===== config.mk =====
export PLATFORM = sky130hd
export DESIGN_NAME = ahdsr_envelope_generator
export DESIGN_NICKNAME = d
export VERILOG_FILES = /design/src/rtl/core/ahdsr_pkg.sv /design/src/rtl/core/ahdsr_envelope_generator.sv
export VERILOG_INCLUDE_DIRS = /design/src /design/src/rtl/core
export SDC_FILE = /design/constraint.sdc
export NUM_CORES = 1
export LEC_CHECK = 0
export BUFFER_PORTS_ARGS = -buffer_cell sky130_fd_sc_hd__buf_4
export CORE_MARGIN = 5
export CORE_UTILIZATION = 57
export CTS_CLUSTER_SIZE = 24
export DETAILED_ROUTE_END_ITERATION = 10
export PLACE_DENSITY = 0.8
export SYNTH_ARGS = -nofsm -noshare
export SYNTH_HDL_FRONTEND = slang
export SYNTH_SLANG_ARGS = --single-unit

===== constraint.sdc =====
create_clock -name clk -period 5.8 [get_ports clk]
set_input_delay 0.29 -clock clk [delete_from_list [all_inputs] [get_ports clk]]
set_output_delay 0.29 -clock clk [all_outputs]
set_load 0.05 [all_outputs]

===== src/rtl/core/assert_macros.svh =====
// Assertion macros shared by the RTL of the envelope generator.
// Each macro expects signals named clk and arst_n in the enclosing module.
`ifndef ASSERT_MACROS_SVH
`define ASSERT_MACROS_SVH

// Property checked on every clock, off while reset is held.
`define AHDSR_ASSERT(label, prop, msg) \
	label: assert property (@(posedge clk) disable iff (!arst_n) (prop)) \
		else $error(msg);

// Same-cycle implication.
`define AHDSR_ASSERT_IMP(label, ante, cons, msg) \
	label: assert property (@(posedge clk) disable iff (!arst_n) (ante) |-> (cons)) \
		else $error(msg);

// Next-cycle implication.
`define AHDSR_ASSERT_NXT(label, ante, cons, msg) \
	label: assert property (@(posedge clk) disable iff (!arst_n) (ante) |=> (cons)) \
		else $error(msg);

`endif


===== src/rtl/core/ahdsr_pkg.sv =====
// Types and constants of the AHDSR envelope generator.
// No dependencies; imported by ahdsr_envelope_generator.
package ahdsr_pkg;

	localparam int DATA_W  = 32;
	localparam int MS_W    = 16;
	localparam int HOLD_W  = 22;
	localparam int STAGE_W = 3;
	localparam int CNT_W   = 5;

	localparam logic [DATA_W-1:0] FULL_SCALE = '1;
	localparam logic [HOLD_W-1:0] HOLD_MAX   = '1;
	localparam logic [CNT_W-1:0]  DIV_LAST   = CNT_W'(DATA_W - 1);

	// Envelope stage codes as seen on the stage output.
	localparam logic [STAGE_W-1:0] ST_OFF     = 3'd0;
	localparam logic [STAGE_W-1:0] ST_ATTACK  = 3'd1;
	localparam logic [STAGE_W-1:0] ST_HOLD    = 3'd2;
	localparam logic [STAGE_W-1:0] ST_DECAY   = 3'd3;
	localparam logic [STAGE_W-1:0] ST_SUSTAIN = 3'd4;
	localparam logic [STAGE_W-1:0] ST_RELEASE = 3'd5;

	// Register indexes on the configuration port.
	localparam int REG_IDX_W = 3;
	localparam logic [REG_IDX_W-1:0] REG_ATTACK  = 3'd0;
	localparam logic [REG_IDX_W-1:0] REG_HOLD    = 3'd1;
	localparam logic [REG_IDX_W-1:0] REG_DECAY   = 3'd2;
	localparam logic [REG_IDX_W-1:0] REG_SUSTAIN = 3'd3;
	localparam logic [REG_IDX_W-1:0] REG_RELEASE = 3'd4;
	localparam logic [REG_IDX_W-1:0] REG_LATCH   = 3'd5;

	typedef enum logic [8:0] {
		S_IDLE    = 9'b000000001,
		S_HOLD_LD = 9'b000000010,
		S_ATK_SET = 9'b000000100,
		S_DEC_SET = 9'b000001000,
		S_REL_SET = 9'b000010000,
		S_DIV     = 9'b000100000,
		S_ADV     = 9'b001000000,
		S_DONE    = 9'b010000000,
		S_SPARE   = 9'b100000000
	} seq_state_t;

	// Which step register takes the quotient.
	typedef enum logic [1:0] {
		DST_ATK = 2'd0,
		DST_DEC = 2'd1,
		DST_REL = 2'd2
	} div_dst_t;

endpackage


===== src/rtl/core/ahdsr_envelope_generator.sv =====
// AHDSR envelope generator: sequencer, shared serial divider and stage logic.
// Depends on ahdsr_pkg and assert_macros.svh.
//
// Usage: each input word is one sample tick carrying the gate level; each
// accepted word yields exactly one output word with the 32-bit level and the
// stage (0 off, 1 attack, 2 hold, 3 decay, 4 sustain, 5 release) after that
// tick. Both channels move a word at an edge where valid is high and stall low.
// Steps after the accept edge, until the output register is loaded:
//   no gate change:                envelope advance
//   gate off starting a release:   release divide, then advance
//   gate on:                       hold load, attack and decay divides, advance
//   latched release out of sustain adds a release divide.
// A zero time skips its divide. One 32-step restoring divider, one quotient bit
// a cycle, computes the attack, decay and release step sizes in turn.
// in_stall is high from the accept edge until the result sits in the output
// register, so one word is in work at a time. A new word is taken while the
// previous result still waits; when the receiver stalls, the finished result
// waits in the sequencer until the output register frees up.
// Reset clears the envelope to off at level zero, the sequencer to idle and all other registers to zero.
// Registers sit at byte addresses 4*i; write them only while the block is idle.
`include "assert_macros.svh"

module ahdsr_envelope_generator #(
	parameter int SAMPLES_PER_MS = 48
) (
	input  logic                            clk,
	input  logic                            arst_n,
	input  logic                            psel,
	input  logic                            penable,
	input  logic                            pwrite,
	input  logic [4:0]                      paddr,
	input  logic [31:0]                     pwdata,
	output logic [31:0]                     prdata,
	output logic                            pready,
	input  logic                            in_valid,
	output logic                            in_stall,
	input  logic                            gate,
	output logic                            out_valid,
	input  logic                            out_stall,
	output logic [ahdsr_pkg::DATA_W-1:0]    level,
	output logic [ahdsr_pkg::STAGE_W-1:0]   stage
);
	import ahdsr_pkg::*;

	localparam int NW = MS_W + $clog2(SAMPLES_PER_MS + 1);
	localparam logic [NW-1:0] SPM_C = NW'(SAMPLES_PER_MS);

	// configuration
	logic [MS_W-1:0]   attack_ms_q, hold_ms_q, decay_ms_q, release_ms_q;
	logic [DATA_W-1:0] sustain_level_q;
	logic              latch_mode_q;

	// envelope state
	logic [DATA_W-1:0]  env_level_q, attack_step_q, decay_step_q, release_step_q;
	logic [DATA_W-1:0]  sustain_held_q;
	logic [STAGE_W-1:0] env_stage_q;
	logic [HOLD_W-1:0]  hold_left_q;
	logic               gate_seen_q, latch_pending_q;

	// sequencer and divider
	seq_state_t        state_q;
	div_dst_t          dst_q;
	logic              rel_then_adv_q;
	logic [DATA_W-1:0] num_q;
	logic [NW-1:0]     den_q, rem_q;
	logic [CNT_W-1:0]  cnt_q;

	// output register
	logic               out_valid_q;
	logic [DATA_W-1:0]  out_level_q;
	logic [STAGE_W-1:0] out_stage_q;

	logic                 cfg_wr;
	logic [REG_IDX_W-1:0] cfg_idx;
	logic [MS_W-1:0]      mul_ms;
	logic [NW-1:0]        prod;
	logic [DATA_W-1:0]    hold_ext;
	logic [NW:0]          trial;
	logic                 div_ge;
	logic [NW:0]          div_diff;
	logic [NW-1:0]        rem_next;
	logic [DATA_W-1:0]    num_next;
	logic [DATA_W-1:0]    atk_room;
	logic [DATA_W:0]      dec_sum;
	logic                 atk_go, dec_go, rel_go;
	logic                 out_free;

	assign pready  = 1'b1;
	assign cfg_idx = paddr[4:2];
	assign cfg_wr  = psel && penable && pwrite;

	always_comb begin
		unique case (cfg_idx)
			REG_ATTACK:  prdata = 32'(attack_ms_q);
			REG_HOLD:    prdata = 32'(hold_ms_q);
			REG_DECAY:   prdata = 32'(decay_ms_q);
			REG_SUSTAIN: prdata = sustain_level_q;
			REG_RELEASE: prdata = 32'(release_ms_q);
			REG_LATCH:   prdata = 32'(latch_mode_q);
			default:     prdata = '0;
		endcase
	end

	// ms to samples; the operand follows the sequencer step
	always_comb begin
		unique case (state_q)
			S_HOLD_LD: mul_ms = hold_ms_q;
			S_ATK_SET: mul_ms = attack_ms_q;
			S_DEC_SET: mul_ms = decay_ms_q;
			default:   mul_ms = release_ms_q;
		endcase
	end
	assign prod     = {{(NW-MS_W){1'b0}}, mul_ms} * SPM_C;
	assign hold_ext = 32'(prod);

	// one restoring divide step
	assign trial    = {rem_q, num_q[DATA_W-1]};
	assign div_diff = trial - {1'b0, den_q};
	assign div_ge   = trial >= {1'b0, den_q};
	assign rem_next = div_ge ? div_diff[NW-1:0] : trial[NW-1:0];
	assign num_next = {num_q[DATA_W-2:0], div_ge};

	assign atk_room = FULL_SCALE - attack_step_q;
	assign atk_go   = (attack_step_q != '0) && (env_level_q < atk_room);
	assign dec_sum  = {1'b0, sustain_held_q} + {1'b0, decay_step_q};
	assign dec_go   = (decay_step_q != '0) && ({1'b0, env_level_q} > dec_sum);
	assign rel_go   = env_level_q > release_step_q;

	assign out_free  = !out_valid_q || !out_stall;
	assign in_stall  = state_q != S_IDLE;
	assign out_valid = out_valid_q;
	assign level     = out_level_q;
	assign stage     = out_stage_q;

	always_ff @(posedge clk or negedge arst_n) begin
		if (!arst_n) begin
			attack_ms_q     <= '0;
			hold_ms_q       <= '0;
			decay_ms_q      <= '0;
			sustain_level_q <= '0;
			release_ms_q    <= '0;
			latch_mode_q    <= 1'b0;
			env_level_q     <= '0;
			env_stage_q     <= ST_OFF;
			gate_seen_q     <= 1'b0;
			latch_pending_q <= 1'b0;
			attack_step_q   <= '0;
			decay_step_q    <= '0;
			release_step_q  <= '0;
			hold_left_q     <= '0;
			sustain_held_q  <= '0;
			state_q         <= S_IDLE;
			dst_q           <= DST_ATK;
			rel_then_adv_q  <= 1'b0;
			num_q           <= '0;
			den_q           <= '0;
			rem_q           <= '0;
			cnt_q           <= '0;
			out_valid_q     <= 1'b0;
			out_level_q     <= '0;
			out_stage_q     <= ST_OFF;
		end else begin
			if (cfg_wr) begin
				unique case (cfg_idx)
					REG_ATTACK:  attack_ms_q     <= pwdata[MS_W-1:0];
					REG_HOLD:    hold_ms_q       <= pwdata[MS_W-1:0];
					REG_DECAY:   decay_ms_q      <= pwdata[MS_W-1:0];
					REG_SUSTAIN: sustain_level_q <= pwdata;
					REG_RELEASE: release_ms_q    <= pwdata[MS_W-1:0];
					REG_LATCH:   latch_mode_q    <= pwdata[0];
					default: ;
				endcase
			end

			if (out_valid_q && !out_stall && state_q != S_DONE)
				out_valid_q <= 1'b0;

			unique case (state_q)
				S_IDLE: begin
					if (in_valid) begin
						if (gate != gate_seen_q) begin
							gate_seen_q <= gate;
							if (gate) begin
								state_q <= S_HOLD_LD;
							end else if (!latch_pending_q) begin
								rel_then_adv_q <= 1'b1;
								state_q        <= S_REL_SET;
							end else begin
								state_q <= S_ADV;
							end
						end else begin
							state_q <= S_ADV;
						end
					end
				end
				S_HOLD_LD: begin
					hold_left_q     <= (hold_ext > 32'(HOLD_MAX)) ? HOLD_MAX
						: hold_ext[HOLD_W-1:0];
					sustain_held_q  <= sustain_level_q;
					latch_pending_q <= latch_mode_q;
					env_level_q     <= '0;
					env_stage_q     <= ST_ATTACK;
					state_q         <= S_ATK_SET;
				end
				S_ATK_SET: begin
					if (prod == '0) begin
						attack_step_q <= '0;
						state_q       <= S_DEC_SET;
					end else begin
						den_q   <= prod;
						num_q   <= FULL_SCALE;
						rem_q   <= '0;
						cnt_q   <= '0;
						dst_q   <= DST_ATK;
						state_q <= S_DIV;
					end
				end
				S_DEC_SET: begin
					if (prod == '0) begin
						decay_step_q <= '0;
						state_q      <= S_ADV;
					end else begin
						den_q   <= prod;
						num_q   <= FULL_SCALE - sustain_held_q;
						rem_q   <= '0;
						cnt_q   <= '0;
						dst_q   <= DST_DEC;
						state_q <= S_DIV;
					end
				end
				S_REL_SET: begin
					if (prod == '0) begin
						// zero release time: drop straight to off
						env_level_q <= '0;
						env_stage_q <= ST_OFF;
						state_q     <= rel_then_adv_q ? S_ADV : S_DONE;
					end else begin
						env_stage_q <= ST_RELEASE;
						den_q       <= prod;
						num_q       <= env_level_q;
						rem_q       <= '0;
						cnt_q       <= '0;
						dst_q       <= DST_REL;
						state_q     <= S_DIV;
					end
				end
				S_DIV: begin
					num_q <= num_next;
					rem_q <= rem_next;
					cnt_q <= cnt_q + 1'b1;
					if (cnt_q == DIV_LAST) begin
						unique case (dst_q)
							DST_ATK: begin
								attack_step_q <= num_next;
								state_q       <= S_DEC_SET;
							end
							DST_DEC: begin
								decay_step_q <= num_next;
								state_q      <= S_ADV;
							end
							default: begin
								release_step_q <= num_next;
								state_q        <= rel_then_adv_q ? S_ADV : S_DONE;
							end
						endcase
					end
				end
				S_ADV: begin
					state_q <= S_DONE;
					unique case (env_stage_q)
						ST_ATTACK: begin
							if (atk_go) begin
								env_level_q <= env_level_q + attack_step_q;
							end else begin
								env_level_q <= FULL_SCALE;
								env_stage_q <= ST_HOLD;
							end
						end
						ST_HOLD: begin
							if (hold_left_q == '0)
								env_stage_q <= ST_DECAY;
							else
								hold_left_q <= hold_left_q - 1'b1;
						end
						ST_DECAY: begin
							if (dec_go) begin
								env_level_q <= env_level_q - decay_step_q;
							end else begin
								env_level_q <= sustain_held_q;
								env_stage_q <= ST_SUSTAIN;
							end
						end
						ST_SUSTAIN: begin
							latch_pending_q <= 1'b0;
							// latched gate-off: release now, no further advance
							if (latch_pending_q && !gate_seen_q) begin
								rel_then_adv_q <= 1'b0;
								state_q        <= S_REL_SET;
							end
						end
						ST_RELEASE: begin
							if (rel_go) begin
								env_level_q <= env_level_q - release_step_q;
							end else begin
								env_level_q <= '0;
								env_stage_q <= ST_OFF;
							end
						end
						default: ;
					endcase
				end
				S_DONE: begin
					// hold the result until the output register is free
					if (out_free) begin
						out_valid_q <= 1'b1;
						out_level_q <= env_level_q;
						out_stage_q <= env_stage_q;
						state_q     <= S_IDLE;
					end
				end
				default: state_q <= S_IDLE;
			endcase
		end
	end

	`AHDSR_ASSERT_IMP(a_div_den_nonzero, state_q == S_DIV, den_q != '0, "divide with zero divisor")
	`AHDSR_ASSERT_IMP(a_out_stage_range, out_valid_q, out_stage_q <= ST_RELEASE, "stage code out of range")
	`AHDSR_ASSERT_IMP(a_off_is_zero, state_q == S_IDLE && env_stage_q == ST_OFF, env_level_q == '0, "level not zero while off")
	`AHDSR_ASSERT_NXT(a_done_loads, state_q == S_DONE && out_free, out_valid_q && state_q == S_IDLE, "result not loaded")
	`AHDSR_ASSERT(a_state_onehot, $onehot(state_q) && state_q != S_SPARE, "sequencer state corrupt")

endmodule

# Yosys cells after proc, flatten, opt, wreduce, memory -nomap -nowiden
# Index checks and enable logic that the tools add are counted.
dict set report op_classes {
  eq_ne 48
  multipliers 1
  mux 64
  n_bitwise 2
  add_sub_neg 9
  n_reduce_logical 48
  order_cmp 5
}
# op n
set ops {}
lappend ops {{two-way mux 32 bit} 11}
lappend ops {{case mux 32 bit (3 select lines)} 2}
lappend ops {{case mux 32 bit (6 select lines)} 1}
lappend ops {{case mux 32 bit (2 select lines)} 2}
lappend ops {{case mux 32 bit (4 select lines)} 1}
lappend ops {{two-way mux 22 bit} 5}
lappend ops {{case mux 22 bit (2 select lines)} 2}
lappend ops {{case mux 9 bit (8 select lines)} 1}
lappend ops {{nonzero test 32 bit} 2}
lappend ops {{subtractor 32 bit} 2}
lappend ops {{subtractor 32 bit (first input constant)} 2}
lappend ops {{case mux 16 bit (3 select lines)} 1}
lappend ops {{zero test 22 bit} 2}
lappend ops {{two-way mux 9 bit} 4}
lappend ops {{inequality test 2 bit (second input constant)} 17}
lappend ops {{adder 32 x 32 -> 33 bit} 1}
lappend ops {{greater-than comparator 32 x 33 -> 1 bit} 1}
lappend ops {{adder 32 bit} 1}
lappend ops {{greater-than comparator 32 bit} 1}
lappend ops {{less-than comparator 32 bit} 1}
lappend ops {{two-way mux 8 bit} 4}
lappend ops {{greater-or-equal comparator 23 x 22 -> 1 bit} 1}
lappend ops {{greater-than comparator 22 bit (second input constant)} 1}
lappend ops {{subtractor 22 x 1 -> 22 bit (second input constant)} 1}
lappend ops {{other kinds (51)} 110}
dict set report word_totals {
  wordCells 202
  in_bits 45
  output_inout_bits 70
  regBits 409
}

# Longest topological paths before layout
# Gate-level depths: netlist of run 1.
dict set report logic_depth {
  ltp_word 6
  mapped_depth 25
  ltp_nobuf 23
}

# Worst setup path before layout of run 1
# No wires, ideal clock.
dict set report synth_timing {
  path_type {register to register}
  start {reg decay_step_q[6]}
  end {reg env_stage_q[0]}
  t_arrival_ns 5.489
  n_path_buf 1
  path_stages_with_launch 22
  required_time_ns 5.675
  slack_ns 0.186
  cell_sequence {dfrtp_1 -> ha_1 -> a2111oi_0 -> o21ai_0 -> a221oi_1 -> nor3_1 -> o2111ai_1 -> a21boi_0 -> o211ai_1 -> or4b_2 -> o311a_1 -> ha_1 -> nand3_1 -> nor3_1 -> nand2_1 -> o311ai_0 -> o21bai_1 -> o311a_1 -> buf_1 -> nand2_1 -> a31oi_1 -> mux2_2}
}
dict set report synth_between {
  elab_chain_cells 5
}
# element line
set synth_rtl {}
lappend synth_rtl {{start: declaration} ahdsr_envelope_generator.sv:54} ;# logic [DATA_W-1:0] env_level_q, attack_step_q, decay_step_q, release_step_q;
lappend synth_rtl {{start signal: assignment} ahdsr_envelope_generator.sv:258} ;# decay_step_q <= num_next;
lappend synth_rtl {{adder 32 x 32 -> 33 bit} ahdsr_envelope_generator.sv:125} ;# assign dec_sum = {1'b0, sustain_held_q} + {1'b0, decay_step_q};
lappend synth_rtl {{greater-than comparator 32 x 33 -> 1 bit} ahdsr_envelope_generator.sv:126} ;# assign dec_go = (decay_step_q != '0) && ({1'b0, env_level_q} > dec_sum);
lappend synth_rtl {{logical AND 1 bit *} ahdsr_envelope_generator.sv:126}
lappend synth_rtl {{inequality test 3 bit (no source line) *} -}
lappend synth_rtl {{AND reduction 6 bit (no source line) *} -}
lappend synth_rtl {{end signal: assignment} ahdsr_envelope_generator.sv:144} ;# env_stage_q <= ST_OFF;
lappend synth_rtl {{end signal: assignment} ahdsr_envelope_generator.sv:202} ;# env_stage_q <= ST_ATTACK;
lappend synth_rtl {{end signal: assignment} ahdsr_envelope_generator.sv:235} ;# env_stage_q <= ST_OFF;
lappend synth_rtl {{end: declaration} ahdsr_envelope_generator.sv:56} ;# logic [STAGE_W-1:0] env_stage_q;
# Mark *: on every way between the ends. The rest lies on a longest branch, timed or not.
# A chain may end at the register's enable or synchronous reset.

# Worst setup path after layout of run 1
dict set report layout_timing {
  start {reg decay_step_q[0]}
  end {reg env_level_q[29]}
}
dict set report layout_between {
  elab_chain_cells 6
}
# element line
set layout_rtl {}
lappend layout_rtl {{adder 32 x 32 -> 33 bit} ahdsr_envelope_generator.sv:125}
lappend layout_rtl {{greater-than comparator 32 x 33 -> 1 bit} ahdsr_envelope_generator.sv:126}
lappend layout_rtl {{logical AND 1 bit} ahdsr_envelope_generator.sv:126}
lappend layout_rtl {{two-way mux 32 bit *} ahdsr_envelope_generator.sv:286} ;# if (dec_go) begin
lappend layout_rtl {{case mux 32 bit (3 select lines) *} ahdsr_envelope_generator.sv:270} ;# unique case (env_stage_q)
lappend layout_rtl {{case mux 32 bit (3 select lines) *} ahdsr_envelope_generator.sv:178} ;# unique case (state_q)
lappend layout_rtl {{end signal: assignment} ahdsr_envelope_generator.sv:273} ;# env_level_q <= env_level_q + attack_step_q;
lappend layout_rtl {{end signal: assignment} ahdsr_envelope_generator.sv:287} ;# env_level_q <= env_level_q - decay_step_q;
lappend layout_rtl {{end signal: assignment} ahdsr_envelope_generator.sv:289} ;# env_level_q <= sustain_held_q;
lappend layout_rtl {{end: declaration} ahdsr_envelope_generator.sv:54}
# Marked as above.

==> results of run 1 <==
==> power by group through the flow <==
stage	Sequential [µW]	Clock (µW)	Combinational, µW
after floorplan	4190	0	6580
final	4380	3460	10100
after global routing	4430	3620	10900
after global placement	4330	0	9380
after detailed placement	4380	0	9580
after CTS	4330	3490	9710
==> final cells by class <==
class,instances,share of cell area
clock buffers,63,0.04035
repair buffers,286,0.07133
flip-flops and latches,408,0.3106
multi-input cells,2389,0.5220
clock inverters,24,0.01420
inverters,141,0.01621
well taps,664,0.02527
==> flip-flops by register name, summed over array words and instances, names as in the netlist, 18 cells and up <==
| name | flops |
|---|---|
| attack_step_q | 32 |
| decay_step_q | 32 |
| den_q | 18 |
| env_level_q | 32 |
| hold_left_q | 22 |
| level | 32 |
| num_q | 32 |
| release_step_q | 32 |
| rem_q | 22 |
| sustain_held_q | 32 |
| sustain_level_q | 32 |
==> layer usage <==
metal  wire length (µm)  global-route usage  part of all wire  vias up
met5                  0                   0                 0        -
met4               4465              0.1416             0.047        0
met3               7429             0.05052             0.079      256
met2              43020              0.5527              0.46     1191
met1              39530              0.4685              0.42    12660
li1                   -                   -                 -    11650
==> worst max path at each step <==
stage / from / endpoint / slack, ps / cells after the start
detailed placement: decay_step_q[6] / env_level_q[29] / -340 / 22
floorplan: decay_step_q[6] / env_stage_q[0] / 190 / 21
CTS: decay_step_q[6] / env_level_q[12] / 20 / 22
finish: decay_step_q[0] / env_level_q[29] / 200 / 27
global route: decay_step_q[0] / env_level_q[29] / -60 / 27
global placement: decay_step_q[6] / env_level_q[29] / -220 / 22
==> worst max-delay path: stages, from the launching register on <==
cell	delay (ps)
dfrtp_1	380
ha_1	230
fa_2	370
a211o_1	280
o211ai_1	170
a21oi_2	140
o211ai_1	220
buf_4	190
o31a_1	200
nand2b_1	80
a21o_1	200
buf_4	150
a31o_2	250
o311ai_1	100
ha_1	330
a21o_1	170
a21oi_1	150
o21a_1	180
o311ai_2	110
o21bai_4	190
o311a_4	150
buf_12	160
buf_4	140
and2_0	150
buf_4	160
a221o_1	310
nor3_1	200
o31ai_1	100
==> per-stage QoR <==
| step | setup slack [ps] | instances |
|---|---|---|
| floorplan | 186.0 | 3069 |
| global placement | -219.6 | 3843 |
| detailed placement | -343.5 | 3843 |
| CTS | 18.80 | 3964 |
| global route | -59.45 | 3975 |
| finish | 195.9 | 3975 |
==> synthesized netlist by cell type, types with 10 or more instances <==
cell	n	share of area
a211o_1	11	0.0034
nand3_1	46	0.0082
inv_1	139	0.018
a21boi_0	10	0.0027
and3_1	30	0.0066
mux2_2	213	0.085
a211oi_1	66	0.018
nand4_1	28	0.0062
buf_1	10	0.0013
o21bai_1	16	0.0043
o21ai_0	217	0.038
a22o_1	17	0.0053
nor2_1	218	0.029
buf_2	16	0.0028
xnor2_1	75	0.023
xor2_1	59	0.018
mux2_4	33	0.018
o31ai_1	15	0.0040
nor3_1	56	0.0099
o21a_1	27	0.0072
and2_1	43	0.0095
ha_1	200	0.089
a221oi_1	20	0.0062
o211ai_1	12	0.0032
nor4_1	35	0.0078
a22oi_1	37	0.0098
or3_1	22	0.0049
nand2_1	300	0.040
dfrtp_1	407	0.36
a21o_1	63	0.017
nand2b_1	32	0.0071
clkbuf_1	99	0.013
o221ai_1	13	0.0040
a31oi_1	56	0.012
a21oi_1	205	0.036
nor2b_1	26	0.0058
mux2i_1	38	0.013
o22ai_1	22	0.0049
==> cells by family after synthesis <==
logic type / Yosys count / synth area share
and+or+nand+nor: 885 / 0.1491
AOI/OAI and AO/OA: 879 / 0.2004
DFF: 408 / 0.3617
muxes: 284 / 0.1160
buffers and inverters: 272 / 0.03820
adders and majority gates: 206 / 0.09290
xor gates and xnor gates: 134 / 0.04157
other: 1 / 0.0001328
==> timing repair <==
item                                   4_1_cts  5_1_grt
endpoints found under the hold margin      214        0
setup endpoints to repair                   35      174
pin swaps                                    3       11
hold buffers                                34        0
gates resized for setup                      7       29
gates cloned                                 0        1
setup buffers                                0       10
==> impl_metrics.csv, run 1 <==
group,metric,value,unit
critical_path,cp-end-kind,"register",
global_route,grt_pass1_wl,146300,µm
power,peakVddDrop,414.5,µV
clock_tree,cts_tree,"yes",
synth,syn-num-nets,3320,
hold_path,min_to,"rel_then_adv_q",
synth,syn_inst,3069,
layout,layout_commonest_cell,"dfrtp_1",
layout,syn_to_final_growth,16.44,%
critical_path,crit_type,"reg -> reg",
power,sequentialPowerShare,0.244,
critical_path,r2r_slack,200,ps
die,initial_core_util,0.5767,
routing,first_iter_violations,2507,
global_route,grt_pass1_vias,25440,
layout,diodes,0,
power,p_sw_frac,0.4618,
die,rows,81,
clock_tree,cts_inserted_buffers,47,
routing,drc,0,
placement,port_buffers,111,
clock_tree,htree_levels,2,
clock_tree,clock_tree.buffer_depth,3,
clock_tree,cts_root_buffer,"clkbuf_16",
synth,synthArstFlopShare,1.000,
timing,hold_viol_final,0,
synth,seq_area_frac_synth,0.3617,
layout,fin_nets,3524,
outcome,outcome,"complete, no violations",
timing,min_period,5604,ps
critical_path,cp.arrival,6080,ps
synth,synth_edf_count,0,
layout,fin_util,0.6715,
clock_tree,clk-insertion-delay-late,620,ps
hold_path,hold_path_depth,3,
routing,vias_per_cell,6.481,
power,internal_power,9660,µW
routing,vias,25760,
critical_path,critPathMaxFanout,6,
synth,synth_area,28230,µm²
power,power,17950,µW
die,io-pin-count,115,
timing,fmax,178.4,MHz
hold_path,hold_path_class,"in -> reg",
placement,place_congestion,1.009,
run,drv_cap,0,
timing,drv_slew,0,
layout,post-route-cell-area,32870,µm²
power,leakagePower,0.01564,µW
clock_tree,cts.clk_slew.worst_paths,60,ps
timing,maxSlewHeadroom,0.2145,
timing,holdWs,30.03,ps
routing,routed_wl,94440,µm
timing,fin_skew,29.79,ps
global_route,grtUsageTotal,0.3434,
layout,drive_gt1_frac,0.1930,
routing,wl_per_cell,23.76,µm
layout,seqCellArea,10210,µm²
critical_path,worstPathRequired,6280,ps
synth,synth_area_per_cell,9.199,µm²
power,p_per_area,546.1,nW/µm²
timing,setup-tns-final,0,ps
power,combPwrFrac,0.563,
synth,synth_warnings,0,
power,p_sw,8290,µW
layout,final_cell_mix,"dfrtp_1, nand2_1, buf_4",
timing,report.final.setup_viol,0,
timing,tightest_slew,1175,ps
die,core-area,48950,µm²
global_route,gr-total-overflow,0,
power,clkPwrFrac,0.193,
critical_path,reg2reg_to,"env_level_q[29]",
synth,ys_ff_latch,408,
synth,synthDistinctLibCells,89,
critical_path,reg2reg_from,"decay_step_q[0]",
placement,placed_area,30480,µm²
routing,drtPass1Iterations,5,
layout,fillers,3854,
placement,hpwl,68410,µm
die,fp.dieH,232.6,µm
critical_path,r2r_cells,27,
layout,multi_input_area,17160,µm²
global_route,grt_max_degree,157,
die,die_w,232.6,µm
routing,drt.antenna.violating_nets,0,
clock_tree,cts_sinks,408,
synth,yosys_most_used_dff,"dfrtp_1",
timing,fin_crit_sh,0.9662,
die,dieArea,54080,µm²
global_route,antenna_found_initial,0,
hold_path,hp-start,"gate",
critical_path,start_kind,"register",
(Power assumes the default switching activity.)
==> run 2, diff against run 1 <==
Settings changed: REMOVE_ABC_BUFFERS set to 1.
==> run 2 against run 1 <==
Effect of this change:
- hold slack gained 17 ps
- critical path depth shrank 9
- global-route usage shrank 0.61 points
- setup slack lost 41 ps
- design area shrank 1.2%
- clock-buffer cell count grew 7
- maximum frequency shrank 0.72%
==> impl_metrics.csv, run 2 (same netlist as run 1, synthesis figures left out) <==
group,metric,value,unit
die,die_w,232.6,µm
timing,hold_viol_final,0,
routing,routed_wl,92800,µm
clock_tree,cts_root_buffer,"clkbuf_16",
timing,holdWs,47.18,ps
die,core-area,48950,µm²
die,dieArea,54080,µm²
critical_path,cp-end-kind,"register",
die,io-pin-count,115,
timing,fin_skew,22.64,ps
layout,syn_to_final_growth,15.08,%
die,fp.dieH,232.6,µm
clock_tree,cts.clk_slew.worst_paths,60,ps
critical_path,cp.arrival,6120,ps
outcome,outcome,"complete, no violations",
die,rows,81,
global_route,grt_pass1_wl,143700,µm
layout,fin_nets,3510,
clock_tree,cts_inserted_buffers,47,
routing,wl_per_cell,23.44,µm
placement,place_congestion,0.9871,
layout,final_cell_mix,"dfrtp_1, nand2_1, buf_4",
layout,layout_commonest_cell,"dfrtp_1",
global_route,grtUsageTotal,0.3373,
layout,drive_gt1_frac,0.1869,
power,leakagePower,0.01547,µW
placement,hpwl,67310,µm
critical_path,critPathMaxFanout,9,
die,initial_core_util,0.5767,
routing,first_iter_violations,2166,
timing,report.final.setup_viol,0,
timing,drv_slew,0,
clock_tree,clk-insertion-delay-late,620,ps
routing,drt.antenna.violating_nets,0,
global_route,grt_max_degree,171,
clock_tree,cts_sinks,408,
critical_path,worstPathRequired,6280,ps
run,drv_cap,0,
timing,fmax,177.2,MHz
routing,vias,25620,
layout,diodes,0,
routing,vias_per_cell,6.472,
critical_path,crit_type,"reg -> reg",
global_route,grt_pass1_vias,25350,
global_route,gr-total-overflow,0,
routing,drtPass1Iterations,5,
clock_tree,clock_tree.buffer_depth,3,
hold_path,hold_path_class,"in -> reg",
clock_tree,cts_tree,"yes",
clock_tree,htree_levels,2,
layout,fin_util,0.6637,
critical_path,start_kind,"register",
critical_path,r2r_slack,160,ps
routing,drc,0,
placement,port_buffers,111,
timing,min_period,5645,ps
power,power,17210,µW
timing,fin_crit_sh,0.9732,
power,peakVddDrop,354.6,µV
global_route,antenna_found_initial,0,
power,p_per_area,529.9,nW/µm²
timing,maxSlewHeadroom,0.1190,
timing,tightest_slew,1317,ps
[run 2: cell count changes in the layout (fill, tap and decap cells not counted), moves of 3 or more]
cell	before	now
buf_4	243	229
bufinv_16	12	1
clkbuf_8	9	15
a221oi_1	19	16
a221oi_2	1	4
nor2_2	3	0
nor3_2	1	4
[run 2: cell type report]
cell class	instances	area, µm²
inverters	141	529.3
well taps	664	830.8
clock inverters	15	152.6
clock buffers	70	1413
multi-input cells	2389	17120
fillers	3952	16460
repair buffers	272	2231
flip-flops and latches	408	10210
[run 2: what timing repair did]
item,CTS,global route
gates cloned,0,1
endpoints found under the setup margin,33,74
gates resized for setup,7,19
pin swaps,2,15
endpoints found under the hold margin,180,0
buffers inserted,0,1
hold buffers,34,0
[run 2: final timing paths]
path | start | to | cells after the start
worst max-delay path | state_q[7] | attack_step_q[9] | 18
worst min-delay path | gate | gate_seen_q | 3
worst max register to register | state_q[7] | attack_step_q[9] | 18
worst min register to register | den_q[7] | den_q[7] | 2
max in group asynchronous | arst_n | hold_left_q[0] | 3
min in group asynchronous | arst_n | level[13] | 2
[run 2: report_power, final]
| group | switching [µW] | total [µW] | internal [µW] | leakage (µW) |
|---|---|---|---|---|
| clock | 1290 | 3030 | 1740 | 0.000769 |
| sequential | 813 | 4330 | 3520 | 0.00535 |
| combinational | 5980 | 9860 | 3870 | 0.00935 |
| total | 8090 | 17200 | 9130 | 0.0155 |
[run 2: per-layer routing]
metal | routed length, µm | vias up | share of wire | GRT usage
li1 | - | 11640 | - | -
met2 | 42150 | 1244 | 0.45 | 0.5443
met5 | 0 | - | 0 | 0
met3 | 7628 | 280 | 0.082 | 0.05308
met1 | 38010 | 12460 | 0.41 | 0.4487
met4 | 5013 | 0 | 0.054 | 0.1575
[run 2: per-stage QoR]
stage | TNS, ps | cells | area, µm² | setup WS [ps]
floorplan | -145920 | 2938 | 27680 | -1061
global placement | -4187 | 3838 | 30440 | -223.9
detailed placement | -5960 | 3838 | 30440 | -309.8
CTS | 0 | 3957 | 32360 | 2.559
global route | -235.7 | 3959 | 32490 | -58.37
finish | 0 | 3959 | 32490 | 155.2
[run 2: worst max-delay path, stage by stage (launching register included)]
cell and delay, ps:
dfrtp_1 410, or3_1 420, or4_1 600, buf_4 230, a221o_1 470, ha_1 270, fa_1 440, a21oi_1 180
o21ai_0 160, a211oi_1 300, buf_4 180, nor3_1 60, xor2_1 220, or3_1 440, nor4_4 190, a21o_1 240
o21ai_4 130, buf_4 280, mux2_4 320
